$ cat src/design/kss_pkg.sv
// Package with the sizes, codes and queue entry type of the keypad scanner.
package kss_pkg;

  localparam int KEY_ROWS    = 6;
  localparam int KEY_COLS    = 4;
  localparam int NUM_KEYS    = KEY_ROWS * KEY_COLS;
  localparam int COL_W       = (KEY_COLS > 1) ? $clog2(KEY_COLS) : 1;

  localparam int ROW_W       = 6;
  localparam int ROW_EXT_W   = 8;
  localparam int DRIVE_W     = 4;
  localparam int ADDR_W      = 4;
  localparam int DATA_W      = 8;
  localparam int PERIOD_W    = 8;

  localparam int DISP_WRITES = 8;
  localparam int BEAT_W      = 3;

  localparam int QDEPTH      = 4;
  localparam int QPTR_W      = 2;
  localparam int QCNT_W      = 3;

  localparam logic [PERIOD_W-1:0] PERIOD_RESET = 8'd50;

  localparam logic REQ_SCAN    = 1'b0;
  localparam logic REQ_REFRESH = 1'b1;

  localparam logic KIND_DRIVE  = 1'b0;
  localparam logic KIND_DISP   = 1'b1;

  // One queued command: a drive update for a column, or a full display
  // refresh carrying a snapshot of the latched lamps.
  typedef struct packed {
    logic                is_refresh;
    logic [COL_W-1:0]    column;
    logic [NUM_KEYS-1:0] lamps;
  } kss_cmd_t;

endpackage

$ cat src/design/kss_if.sv
// Valid/ready channel interfaces for the keypad scanner's input and result items.
interface kss_in_if;
  logic       valid;
  logic       ready;
  logic       req_type;
  logic [5:0] row_levels;

  modport source (output valid, output req_type, output row_levels, input ready);
  modport sink   (input valid, input req_type, input row_levels, output ready);
endinterface

interface kss_out_if;
  logic       valid;
  logic       ready;
  logic       result_kind;
  logic [3:0] column_drive;
  logic [3:0] disp_address;
  logic [7:0] disp_data;
  logic       last_result;

  modport source (output valid, output result_kind, output column_drive,
                  output disp_address, output disp_data, output last_result,
                  input ready);
  modport sink   (input valid, input result_kind, input column_drive,
                  input disp_address, input disp_data, input last_result,
                  output ready);
endinterface

$ cat src/design/kss_front.sv
// Front end: accepts ticks, keeps scan, key and lamp state, queues commands.
module kss_front
  import kss_pkg::*;
(
  input  logic                clk_i,
  input  logic                rst_ni,
  input  logic                cfg_we_i,
  input  logic [PERIOD_W-1:0] cfg_wdata_i,
  input  logic                in_valid_i,
  output logic                in_ready_o,
  input  logic                req_type_i,
  input  logic [ROW_W-1:0]    row_levels_i,
  input  logic                q_full_i,
  output logic                q_push_o,
  output kss_cmd_t            q_cmd_o
);

  logic [PERIOD_W-1:0] period_q;
  logic [PERIOD_W-1:0] pre_q, pre_inc;
  logic [COL_W-1:0]    col_q, col_next;
  logic [NUM_KEYS-1:0] keys_q, keys_scan;
  logic [NUM_KEYS-1:0] lamps_q, lamps_fire;
  logic [ROW_EXT_W-1:0] rows_ext;
  logic                accept, fire;

  assign in_ready_o = !q_full_i;
  assign accept     = in_valid_i && !q_full_i;

  always_comb begin
    col_next   = (col_q == COL_W'(KEY_COLS - 1)) ? '0 : col_q + 1'b1;
    // Rows past the sampled field read as released.
    rows_ext   = {{(ROW_EXT_W - ROW_W){1'b1}}, row_levels_i};
    keys_scan  = keys_q;
    for (int r = 0; r < KEY_ROWS; r++) begin
      for (int c = 0; c < KEY_COLS; c++) begin
        if (col_next == COL_W'(c)) begin
          keys_scan[r*KEY_COLS + c] = rows_ext[r];
        end
      end
    end
    pre_inc    = pre_q + 1'b1;
    fire       = !(pre_inc < period_q);
    lamps_fire = lamps_q | ~keys_q;
  end

  always_comb begin
    q_push_o = accept && ((req_type_i == REQ_SCAN) || fire);
    q_cmd_o.is_refresh = (req_type_i == REQ_REFRESH);
    q_cmd_o.column     = col_next;
    q_cmd_o.lamps      = lamps_fire;
  end

  always_ff @(posedge clk_i or negedge rst_ni) begin
    if (!rst_ni) begin
      period_q <= PERIOD_RESET;
      pre_q    <= '0;
      col_q    <= '0;
      keys_q   <= '1;
      lamps_q  <= '0;
    end else begin
      if (cfg_we_i) begin
        period_q <= cfg_wdata_i;
      end
      if (accept) begin
        if (req_type_i == REQ_SCAN) begin
          col_q  <= col_next;
          keys_q <= keys_scan;
        end else if (fire) begin
          pre_q   <= '0;
          lamps_q <= lamps_fire;
        end else begin
          pre_q <= pre_inc;
        end
      end
    end
  end

endmodule

$ cat src/design/kss_queue.sv
// Small register queue of commands between the front and back ends.
module kss_queue
  import kss_pkg::*;
(
  input  logic     clk_i,
  input  logic     rst_ni,
  input  logic     push_i,
  input  kss_cmd_t push_cmd_i,
  output logic     full_o,
  input  logic     pop_i,
  output logic     head_valid_o,
  output kss_cmd_t head_cmd_o
);

  kss_cmd_t          entry_q [QDEPTH];
  logic [QPTR_W-1:0] wr_ptr_q, rd_ptr_q;
  logic [QCNT_W-1:0] cnt_q;
  logic              do_push, do_pop;

  assign full_o       = (cnt_q == QCNT_W'(QDEPTH));
  assign head_valid_o = (cnt_q != '0);
  assign head_cmd_o   = entry_q[rd_ptr_q];
  assign do_push      = push_i && !full_o;
  assign do_pop       = pop_i && head_valid_o;

  always_ff @(posedge clk_i) begin
    if (do_push) begin
      entry_q[wr_ptr_q] <= push_cmd_i;
    end
  end

  always_ff @(posedge clk_i or negedge rst_ni) begin
    if (!rst_ni) begin
      wr_ptr_q <= '0;
      rd_ptr_q <= '0;
      cnt_q    <= '0;
    end else begin
      if (do_push) begin
        wr_ptr_q <= wr_ptr_q + 1'b1;
      end
      if (do_pop) begin
        rd_ptr_q <= rd_ptr_q + 1'b1;
      end
      if (do_push && !do_pop) begin
        cnt_q <= cnt_q + 1'b1;
      end else if (do_pop && !do_push) begin
        cnt_q <= cnt_q - 1'b1;
      end
    end
  end

endmodule

$ cat src/design/kss_back.sv
// Back end: turns queued commands into drive updates and display writes.
module kss_back
  import kss_pkg::*;
(
  input  logic              clk_i,
  input  logic              rst_ni,
  input  logic              head_valid_i,
  input  kss_cmd_t          head_cmd_i,
  output logic              pop_o,
  output logic              out_valid_o,
  input  logic              out_ready_i,
  output logic              result_kind_o,
  output logic [DRIVE_W-1:0] column_drive_o,
  output logic [ADDR_W-1:0] disp_address_o,
  output logic [DATA_W-1:0] disp_data_o,
  output logic              last_result_o
);

  logic [BEAT_W-1:0]  beat_q;
  logic               vld_q;
  logic               kind_q, last_q;
  logic [DRIVE_W-1:0] drive_q, drive_d;
  logic [ADDR_W-1:0]  addr_q, addr_d;
  logic [DATA_W-1:0]  data_q, data_d;
  logic               load, final_beat;

  assign load       = head_valid_i && (!vld_q || out_ready_i);
  assign final_beat = !head_cmd_i.is_refresh || (beat_q == BEAT_W'(DISP_WRITES - 1));
  assign pop_o      = load && final_beat;

  always_comb begin
    drive_d = '0;
    addr_d  = '0;
    data_d  = '0;
    if (head_cmd_i.is_refresh) begin
      addr_d = ADDR_W'({1'b0, beat_q}) + 1'b1;
      for (int r = 0; r < KEY_ROWS; r++) begin
        for (int c = 0; c < KEY_COLS; c++) begin
          if (beat_q == BEAT_W'(r)) begin
            data_d[DATA_W-1-c] = head_cmd_i.lamps[r*KEY_COLS + c];
          end
        end
      end
    end else begin
      // One-cold drive; columns past the field leave it all ones.
      for (int c = 0; c < DRIVE_W; c++) begin
        drive_d[c] = (c >= KEY_COLS) || (head_cmd_i.column != COL_W'(c));
      end
    end
  end

  always_ff @(posedge clk_i) begin
    if (load) begin
      kind_q  <= head_cmd_i.is_refresh ? KIND_DISP : KIND_DRIVE;
      last_q  <= final_beat;
      drive_q <= drive_d;
      addr_q  <= addr_d;
      data_q  <= data_d;
    end
  end

  always_ff @(posedge clk_i or negedge rst_ni) begin
    if (!rst_ni) begin
      vld_q  <= 1'b0;
      beat_q <= '0;
    end else begin
      if (load) begin
        vld_q  <= 1'b1;
        beat_q <= final_beat ? '0 : beat_q + 1'b1;
      end else if (out_ready_i) begin
        vld_q <= 1'b0;
      end
    end
  end

  assign out_valid_o    = vld_q;
  assign result_kind_o  = kind_q;
  assign column_drive_o = drive_q;
  assign disp_address_o = addr_q;
  assign disp_data_o    = data_q;
  assign last_result_o  = last_q;

endmodule

$ cat src/design/keypad_scan_latched_led_refresh.sv
// Top level of the keypad matrix scanner with latched key lamps and display refresh.
//
// This block scans a 6-row by 4-column key matrix and keeps a sticky lamp for
// each key. A scan tick item (req_type 0) moves the driven column on by one,
// wrapping from the last column to the first, so the first scan after reset
// drives the second column; it stores the sampled row levels for that column
// (0 means pressed) and yields one result item with the active-low column
// drive. A refresh tick item (req_type 1) advances a prescaler; when it
// reaches refresh_period the prescaler clears, every key stored as pressed
// sets its lamp until reset, and eight display write result items follow at
// addresses 1 to 8, with the lamp of column c at bit 7-c of rows 1 to 6 and
// zero data at 7 and 8. A refresh tick that does not reach the period yields
// no result. The front end accepts one item per cycle whenever its four-entry
// command queue has room, and the back end delivers one result item per cycle
// through a registered output stage while the output is ready, so scan ticks
// run back to back while a triggering refresh occupies the output for its
// eight display writes; that output port is what sets the rate. The period
// register may be written only while no item is in flight.
module keypad_scan_latched_led_refresh
  import kss_pkg::*;
(
  input  logic                clk_i,
  input  logic                rst_ni,
  input  logic                cfg_we_i,
  input  logic [PERIOD_W-1:0] cfg_wdata_i,
  kss_in_if.sink              in_i,
  kss_out_if.source           out_o
);

  // Command path from the front end into the queue, and out of it.
  logic     q_push, q_full, q_pop, q_head_valid;
  kss_cmd_t q_push_cmd, q_head_cmd;

  kss_front u_front (
    .clk_i        (clk_i),
    .rst_ni       (rst_ni),
    .cfg_we_i     (cfg_we_i),
    .cfg_wdata_i  (cfg_wdata_i),
    .in_valid_i   (in_i.valid),
    .in_ready_o   (in_i.ready),
    .req_type_i   (in_i.req_type),
    .row_levels_i (in_i.row_levels),
    .q_full_i     (q_full),
    .q_push_o     (q_push),
    .q_cmd_o      (q_push_cmd)
  );

  // The queue lets scan bookkeeping continue while a refresh drains.
  kss_queue u_queue (
    .clk_i        (clk_i),
    .rst_ni       (rst_ni),
    .push_i       (q_push),
    .push_cmd_i   (q_push_cmd),
    .full_o       (q_full),
    .pop_i        (q_pop),
    .head_valid_o (q_head_valid),
    .head_cmd_o   (q_head_cmd)
  );

  kss_back u_back (
    .clk_i          (clk_i),
    .rst_ni         (rst_ni),
    .head_valid_i   (q_head_valid),
    .head_cmd_i     (q_head_cmd),
    .pop_o          (q_pop),
    .out_valid_o    (out_o.valid),
    .out_ready_i    (out_o.ready),
    .result_kind_o  (out_o.result_kind),
    .column_drive_o (out_o.column_drive),
    .disp_address_o (out_o.disp_address),
    .disp_data_o    (out_o.disp_data),
    .last_result_o  (out_o.last_result)
  );

endmodule

$ cat src/flat_wrapper.sv
// flat-port wrapper written by rule: the top's interface ports become plain ports
module keypad_scan_latched_led_refresh_flat import kss_pkg::*;
  (clk_i, rst_ni, cfg_we_i, cfg_wdata_i, in_i_valid, in_i_req_type, in_i_row_levels, in_i_ready, out_o_valid, out_o_result_kind, out_o_column_drive, out_o_disp_address, out_o_disp_data, out_o_last_result, out_o_ready);
  kss_in_if in_i_i ();
  kss_out_if out_o_i ();
  input  logic clk_i;
  input  logic rst_ni;
  input  logic cfg_we_i;
  input  logic [PERIOD_W-1:0] cfg_wdata_i;
  input wire logic [$bits(in_i_i.valid)-1:0] in_i_valid;
  input wire logic [$bits(in_i_i.req_type)-1:0] in_i_req_type;
  input wire logic [$bits(in_i_i.row_levels)-1:0] in_i_row_levels;
  output wire logic [$bits(in_i_i.ready)-1:0] in_i_ready;
  output wire logic [$bits(out_o_i.valid)-1:0] out_o_valid;
  output wire logic [$bits(out_o_i.result_kind)-1:0] out_o_result_kind;
  output wire logic [$bits(out_o_i.column_drive)-1:0] out_o_column_drive;
  output wire logic [$bits(out_o_i.disp_address)-1:0] out_o_disp_address;
  output wire logic [$bits(out_o_i.disp_data)-1:0] out_o_disp_data;
  output wire logic [$bits(out_o_i.last_result)-1:0] out_o_last_result;
  input wire logic [$bits(out_o_i.ready)-1:0] out_o_ready;
  assign in_i_i.valid = in_i_valid;
  assign in_i_i.req_type = in_i_req_type;
  assign in_i_i.row_levels = in_i_row_levels;
  assign in_i_ready = in_i_i.ready;
  assign out_o_valid = out_o_i.valid;
  assign out_o_result_kind = out_o_i.result_kind;
  assign out_o_column_drive = out_o_i.column_drive;
  assign out_o_disp_address = out_o_i.disp_address;
  assign out_o_disp_data = out_o_i.disp_data;
  assign out_o_last_result = out_o_i.last_result;
  assign out_o_i.ready = out_o_ready;
  keypad_scan_latched_led_refresh u_core (.clk_i(clk_i), .rst_ni(rst_ni), .cfg_we_i(cfg_we_i), .cfg_wdata_i(cfg_wdata_i), .in_i(in_i_i), .out_o(out_o_i));
endmodule
$ cat config.mk
export PLATFORM = sky130hd
export DESIGN_NAME = keypad_scan_latched_led_refresh_flat
export DESIGN_NICKNAME = d
export VERILOG_FILES = /design/src/design/kss_pkg.sv /design/src/design/kss_if.sv /design/src/design/kss_front.sv /design/src/design/kss_queue.sv /design/src/design/kss_back.sv /design/src/design/keypad_scan_latched_led_refresh.sv /design/src/flat_wrapper.sv
export SDC_FILE = /design/constraint.sdc
export NUM_CORES = 1
export LEC_CHECK = 0
export BUFFER_PORTS_ARGS = -buffer_cell sky130_fd_sc_hd__buf_2
export CORE_UTILIZATION = 35
export CTS_BUF_LIST = sky130_fd_sc_hd__clkbuf_2 sky130_fd_sc_hd__clkbuf_4 sky130_fd_sc_hd__clkbuf_8
export CTS_CLUSTER_SIZE = 25
export DETAILED_ROUTE_END_ITERATION = 8
export PLACE_DENSITY = 0.57
export SETUP_SLACK_MARGIN = 0.4
export SLEW_MARGIN = 15
export SYNTH_ARGS = -nofsm -noshare
export SYNTH_HDL_FRONTEND = slang
export SYNTH_SLANG_ARGS = --single-unit
$ cat constraint.sdc
create_clock -name clk_i -period 3.5 [get_ports clk_i]
set_clock_uncertainty 0.2 [all_clocks]
set_input_delay 1.05 -clock clk_i [delete_from_list [all_inputs] [get_ports clk_i]]
set_output_delay 1.05 -clock clk_i [all_outputs]
set_load 0.05 [all_outputs]
# Yosys cells after proc, flatten, opt, wreduce, memory -nomap -nowiden
# Memory sizes are Yosys's and may differ from the RTL's.
# Index checks and enable logic that the tools add are counted.
[word_totals] ram_bits=108 output_inout_bits=20 n_memories=1 regBits=91 input_bits=20
[memory_table] name="u_core.u_queue.entry_q" words=4 width=27 rd=1 rd_ports_with_merged_regs=0 wr=1 line="kss_queue.sv:15" rtl="kss_cmd_t entry_q [QDEPTH];"
[op_classes] magnitude_cmp=1 n_reduce_logical=30 n_addsub=8 bitwise=4 muxes=34 eq_ne=14
[ops] cell="$mux W1" count=29
[ops] cell="$not A24 Y24" count=1
[ops] cell="$or A24 B24 Y24" count=1
[ops] cell="$reduce_and A3 Y1" count=5
[ops] cell="$eq A3 B3 Y1 const B" count=4
[ops] cell="$mux W3" count=3
[ops] cell="$add A8 B1 Y8 const B" count=1
[ops] cell="$logic_and A1 B1 Y1" count=8
[ops] cell="$lt A8 B8 Y1" count=1
[ops] cell="$mux W8" count=1
[ops] cell="$add A2 B1 Y2 const B" count=3
[ops] cell="$add A3 B1 Y3 const B" count=2
[ops] cell="$eq A2 B2 Y1 const B" count=3
[ops] cell="$eq A3 B2 Y1 const B" count=2
[ops] cell="$logic_not A1 Y1" count=6
[ops] cell="$reduce_bool A2 Y1" count=3
[ops] cell="$add A3 B1 Y4 const B" count=1
[ops] cell="$ne A2 B2 Y1 const B" count=2
[ops] cell="$reduce_and A2 Y1" count=2
[ops] cell="$eq A3 B1 Y1 const B" count=1
[ops] cell="$logic_not A3 Y1" count=1
[ops] cell="$logic_or A1 B1 Y1" count=3
[ops] cell="$reduce_bool A3 Y1" count=1
[ops] cell="$sub A3 B1 Y3 const B" count=1
[ops] cell="5 further kinds" count=6

# Longest topological paths before layout
[logic_depth] depth_word=10 ltp_mapped=16 ltp_nobuf=16

# Cells and area by module
# Synthesis repeated with hierarchy kept, for this count alone.
[hier_totals] cells_unflattened=526 area_unflattened_um2=8430.6
[modules_own_cells] mod="kss_queue" n_inst=1 cells_per_inst=176 area_each_um2=4324.1 seq_area_each_um2=3418.3
[modules_own_cells] mod="kss_front" n_inst=1 cells_per_inst=252 area_each_um2=3012.9 seq_area_each_um2=1685.4
[modules_own_cells] mod="kss_back" n_inst=1 cells_per_inst=98 area_each_um2=1093.5 seq_area_each_um2=520.5

# Least setup slack after synthesis
# No wires, ideal clock.
[synth_timing] path_kind="register to register" startpoint="register u_core.u_front.pre_q[2]" endpoint="register u_core.u_queue.cnt_q[1]" period_less_slack_ns=3.376 stages_incl_launch_ff=15 setup_time_ns=0.125 path_buffers=0 t_arrival_ns=3.052 setup_slack_ns=0.124 cell_sequence="dfrtp_1 > nand3_1 > nor2_1 > nand3_1 > nand2_1 > nand2_1 > ha_1 > a211oi_1 > o21ai_0 > o21ai_2 > a21oi_4 > ha_1 > inv_1 > fa_1 > mux2_2"
[synth_via] elab_chain_len=9 word_cells_on_any_way=11
[synth_lines] element="from (decl)" line="kss_front.sv:19" rtl="logic [PERIOD_W-1:0] pre_q, pre_inc;"
[synth_lines] element="from (signal assigned)" line="kss_front.sv:72" rtl="pre_q <= pre_inc;"
[synth_lines] element="$add A8 B1 Y8 (*)" line="kss_front.sv:41" rtl="pre_inc = pre_q + 1'b1;"
[synth_lines] element="$lt A8 B8 Y1 (*)" line="kss_front.sv:42" rtl="fire = !(pre_inc < period_q);"
[synth_lines] element="$logic_not A1 Y1 (*)" line="kss_front.sv:42"
[synth_lines] element="$logic_or A1 B1 Y1 (*)" line="kss_front.sv:47" rtl="q_push_o = accept && ((req_type_i == REQ_SCAN) || fire);"
[synth_lines] element="$logic_and A1 B1 Y1 (*)" line="kss_front.sv:47"
[synth_lines] element="$logic_and A1 B1 Y1 (*)" line="kss_queue.sv:23" rtl="assign do_push = push_i && !full_o;"
[synth_lines] element="via u_core.u_queue.do_push" line="kss_queue.sv:18" rtl="logic do_push, do_pop;"
[synth_lines] element="$logic_not A1 Y1" line="kss_queue.sv:46" rtl="end else if (do_pop && !do_push) begin"
[synth_lines] element="$logic_and A1 B1 Y1" line="kss_queue.sv:46"
[synth_lines] element="$reduce_bool A2 Y1 (no source line)"
[synth_lines] element="to (signal assigned)" line="kss_queue.sv:45" rtl="cnt_q <= cnt_q + 1'b1;"
[synth_lines] element="to (signal assigned)" line="kss_queue.sv:47" rtl="cnt_q <= cnt_q - 1'b1;"
[synth_lines] element="to (decl)" line="kss_queue.sv:17" rtl="logic [QCNT_W-1:0] cnt_q;"
# The timed path passes the listed nets; every way through them passes the cells marked *.
# A chain may end at the register's enable or synchronous reset.

# Worst setup path in the final report
[layout_timing] startpoint="register u_core.u_front.pre_q[0]" endpoint="register u_core.u_queue.cnt_q[2]"
# Same word-level chain as after synthesis.

==> flow_summary.yaml <==
critical_path:
  path_buf_inv: 2
  critPathMaxStageDelay_ns: 0.46
  path_depth: 15
  end_kind: "flip-flop"
  cpMostUsedCell: "xor2_1"
  crit_fanout: 4
  path_class: "flip-flop to flip-flop"
  crit_chain: "nand3_4 -> nor2_4 -> buf_4 -> xor2_1 -> ha_1 -> o2111ai_1 -> a21oi_2 -> o21ai_2 -> a21oi_4 -> ha_4 -> inv_2 -> fa_2 -> xor2_1 -> nor2_1 -> xor2_1"
  startpoint_type: "flip-flop"
  cp_slowest_cell: "dfrtp_2"
  crit_required_ns: 3.69
  crit_family: "adder cells"
  r2r_cells: 15
  worstPathArrival_ns: 3.25
final_layout:
  final_core_util_pct: 41.6
  fin_cells: 925
  syn_to_final_growth_pct: 15.1
  diodes: 0
  mostFrequentLayoutCell: "edfxtp_1"
  layout-drive-gt1-share_pct: 33.0
  layout_common_cells: "122 x edfxtp_1, 46 x dfrtp_1, 34 x buf_2"
  n_fill_cell: 2089
  layout.nets: 643
  finalInstanceArea_mm2: 0.00953
die:
  io_pins: 40
  fp-row-count: 55
  start_util_pct: 36.1
  core_mm2: 0.0229
  dieArea_mm2: 0.0243
  die_h_um: 156
  fp.dieW_um: 156
timing:
  fin_tns_setup_ns: 0
  drv_slew: 0
  slew_headroom_pct: 61.7
  worst_slew_pin_slew_ns: 0.575
  finalCritPeriodShare_pct: 87.3
  fmax_mhz: 327
  period_needed_ns: 3.06
  hold_viol_final: 0
  finalWorstSetupSlack_ns: 0.444
  rsz0062_at_grt: "true"
  setup_viol: 0
  whs_ns: 0.273
clocking:
  root_buffer: "clkbuf_8"
  clk_latency_ns: 0.46
  cts_tree: "built"
  clk_pin_slew_ns: 0.10
  htreeDepth: 4
  clk_path_buf_depth: 2
  cts_made_buffers: 17
  cts.sinks: 199
detailed_routing:
  met2_length_mm: 7.51
  drt-met1-wl_mm: 7.41
  wl_mm: 15.8
  num_vias: 4463
  avgRoutedWirePerCell_um: 17.0
  drt_iter0_markers: 290
  wl_met3_um: 651
  firstDrtPassIters: 4
  ant_nets: 0
  topRoutingLayerUsed: "met5"
  drc: 0
  vias_per_cell: 4.82
synth:
  synth_seq_area_share_pct: 68.0
  synth_compound_area_share_pct: 7.29
  yosys.area_share.adder_pct: 3.72
  yosysUniqueCellTypes: 51
  synth-xor-area-share_pct: 1.16
  synth_area_mm2: 0.00828
  syn_avg_cell_area_um2: 15.6
  synthSimpleGateAreaFrac_pct: 6.67
  yosysWarningCount: 0
  synth_top_family_by_area: "multiplexers"
  async_flop_share_pct: 38.7
  syn-instance-count: 529
  ys_seq_elements: 199
  synth_edf_count: 122
  synth_flop_cell: "edfxtp_1"
  synth_mux_area_share_pct: 10.8
global_routing:
  overflow: 0
  grt_pass1_vias: 4530
  grt_pass1_wl_mm: 24.8
  antenna_found_initial: 2
  grt_max_degree: 46
  grtUsageTotal_pct: 13.7
place:
  placed_cells_incl_taps: 874
  place.gp.congestion: 0.764
  port_buffers: 35
  dpl_worst_slack_ns: 0.143
  dpl.hpwl_mm: 10.3
  placed_cell_area_mm2: 0.00890
job:
  drv_cap: 0
pwr:
  p_leak_nw: 3.45
  power.density_mw_per_mm2: 821
  vdd_drop_max_uv: 281
  power_mw: 7.82
worst_hold_path:
  hold_path_depth: 1
  hold_path_class: "flip-flop to flip-flop"
outcome:
  status: "complete, no violations"
[worst paths after layout]
check,from,end,slack (ns)
worst max-delay path,u_core.u_front.pre_q[0],u_core.u_queue.cnt_q[2],0.44
worst min-delay path,u_core.u_front.lamps_q[16],u_core.u_front.lamps_q[16],0.27
worst max register to register,u_core.u_front.pre_q[0],u_core.u_queue.cnt_q[2],0.44
worst min register to register,u_core.u_front.lamps_q[16],u_core.u_front.lamps_q[16],0.27
max in group asynchronous,rst_ni,u_core.u_back.beat_q[0],2.01
min in group asynchronous,rst_ni,u_core.u_front.period_q[7],0.36
[report_power, final]
group	switching, mW	leakage [nW]	internal [mW]
Sequential	0.311	1.92	3.41
Clock	0.850	0.203	0.599
Combinational	1.57	1.32	1.08
Total	2.73	3.45	5.09
[worst register-to-register path: stages, from the launching register on]
cell and delay [ns]:
dfrtp_2 0.46, nand3_4 0.12, nor2_4 0.06, buf_4 0.13, xor2_1 0.15, ha_1 0.32
o2111ai_1 0.16, a21oi_2 0.18, o21ai_2 0.09, a21oi_4 0.17, ha_4 0.16, inv_2 0.03
fa_2 0.32, xor2_1 0.16, nor2_1 0.13, xor2_1 0.14
[cell usage after synthesis (10+ instances only)]
cell type  instances  area, um^2
dfstp_2           27         709
mux2_2            25         282
nor2_1            10        37.5
nand2b_1          26         163
ha_1              23         288
nand3_1           14        70.1
dfrtp_1           50        1250
o21ai_0           23         115
nand2_1           32         120
a21oi_1           13        65.1
inv_1             22        82.6
mux2i_1           16         160
mux4_2            19         428
edfxtp_1         122        3660
o21bai_1          24         180
[final cells by class]
type | count | area (um^2) | share of cell area [%]
Clock buffer | 17 | 234 | 2.46
Clock inverter | 15 | 164 | 1.72
Inverter | 22 | 82.6 | 0.866
Multi-Input combinational cell | 294 | 2580 | 27.0
Sequential cell | 199 | 5630 | 59.1
Tap cell | 313 | 392 | 4.11
Timing Repair Buffer | 65 | 453 | 4.75
[state kept, by name, summed over array words and instances (netlist names), 3 cells and up]
signal and cells:
u_core.u_back.beat_q 3, u_core.u_back.column_drive_o 4, u_core.u_back.disp_address_o 4, u_core.u_back.disp_data_o 4, u_core.u_front.keys_q 24, u_core.u_front.lamps_q 24
u_core.u_front.period_q 8, u_core.u_front.pre_q 8, u_core.u_queue.cnt_q 3, u_core.u_queue.entry_q 108
[routing by layer]
layer / global-route usage (%) / vias up
met4: 5.46 / 4
li1: - / 2085
met5: 0 / -
met1: 18.3 / 2253
met2: 21.7 / 107
met3: 2.97 / 14
[logic make-up after synthesis]
group / count (synthesis)
AOI/OAI and AO/OA: 88
adders and majority gates: 24
muxes: 62
and+or+nand+nor: 105
buffers and inverters: 39
other: 1
DFF: 199
xor gates and xnor gates: 11
[timing repair]
action                     CTS  global route
gates resized for setup      9            11
hold buffers                 0             0
pin swaps                    6             8
setup endpoints to repair    2            83
setup buffers               12             7
Power figures use the tool's default switching activity.
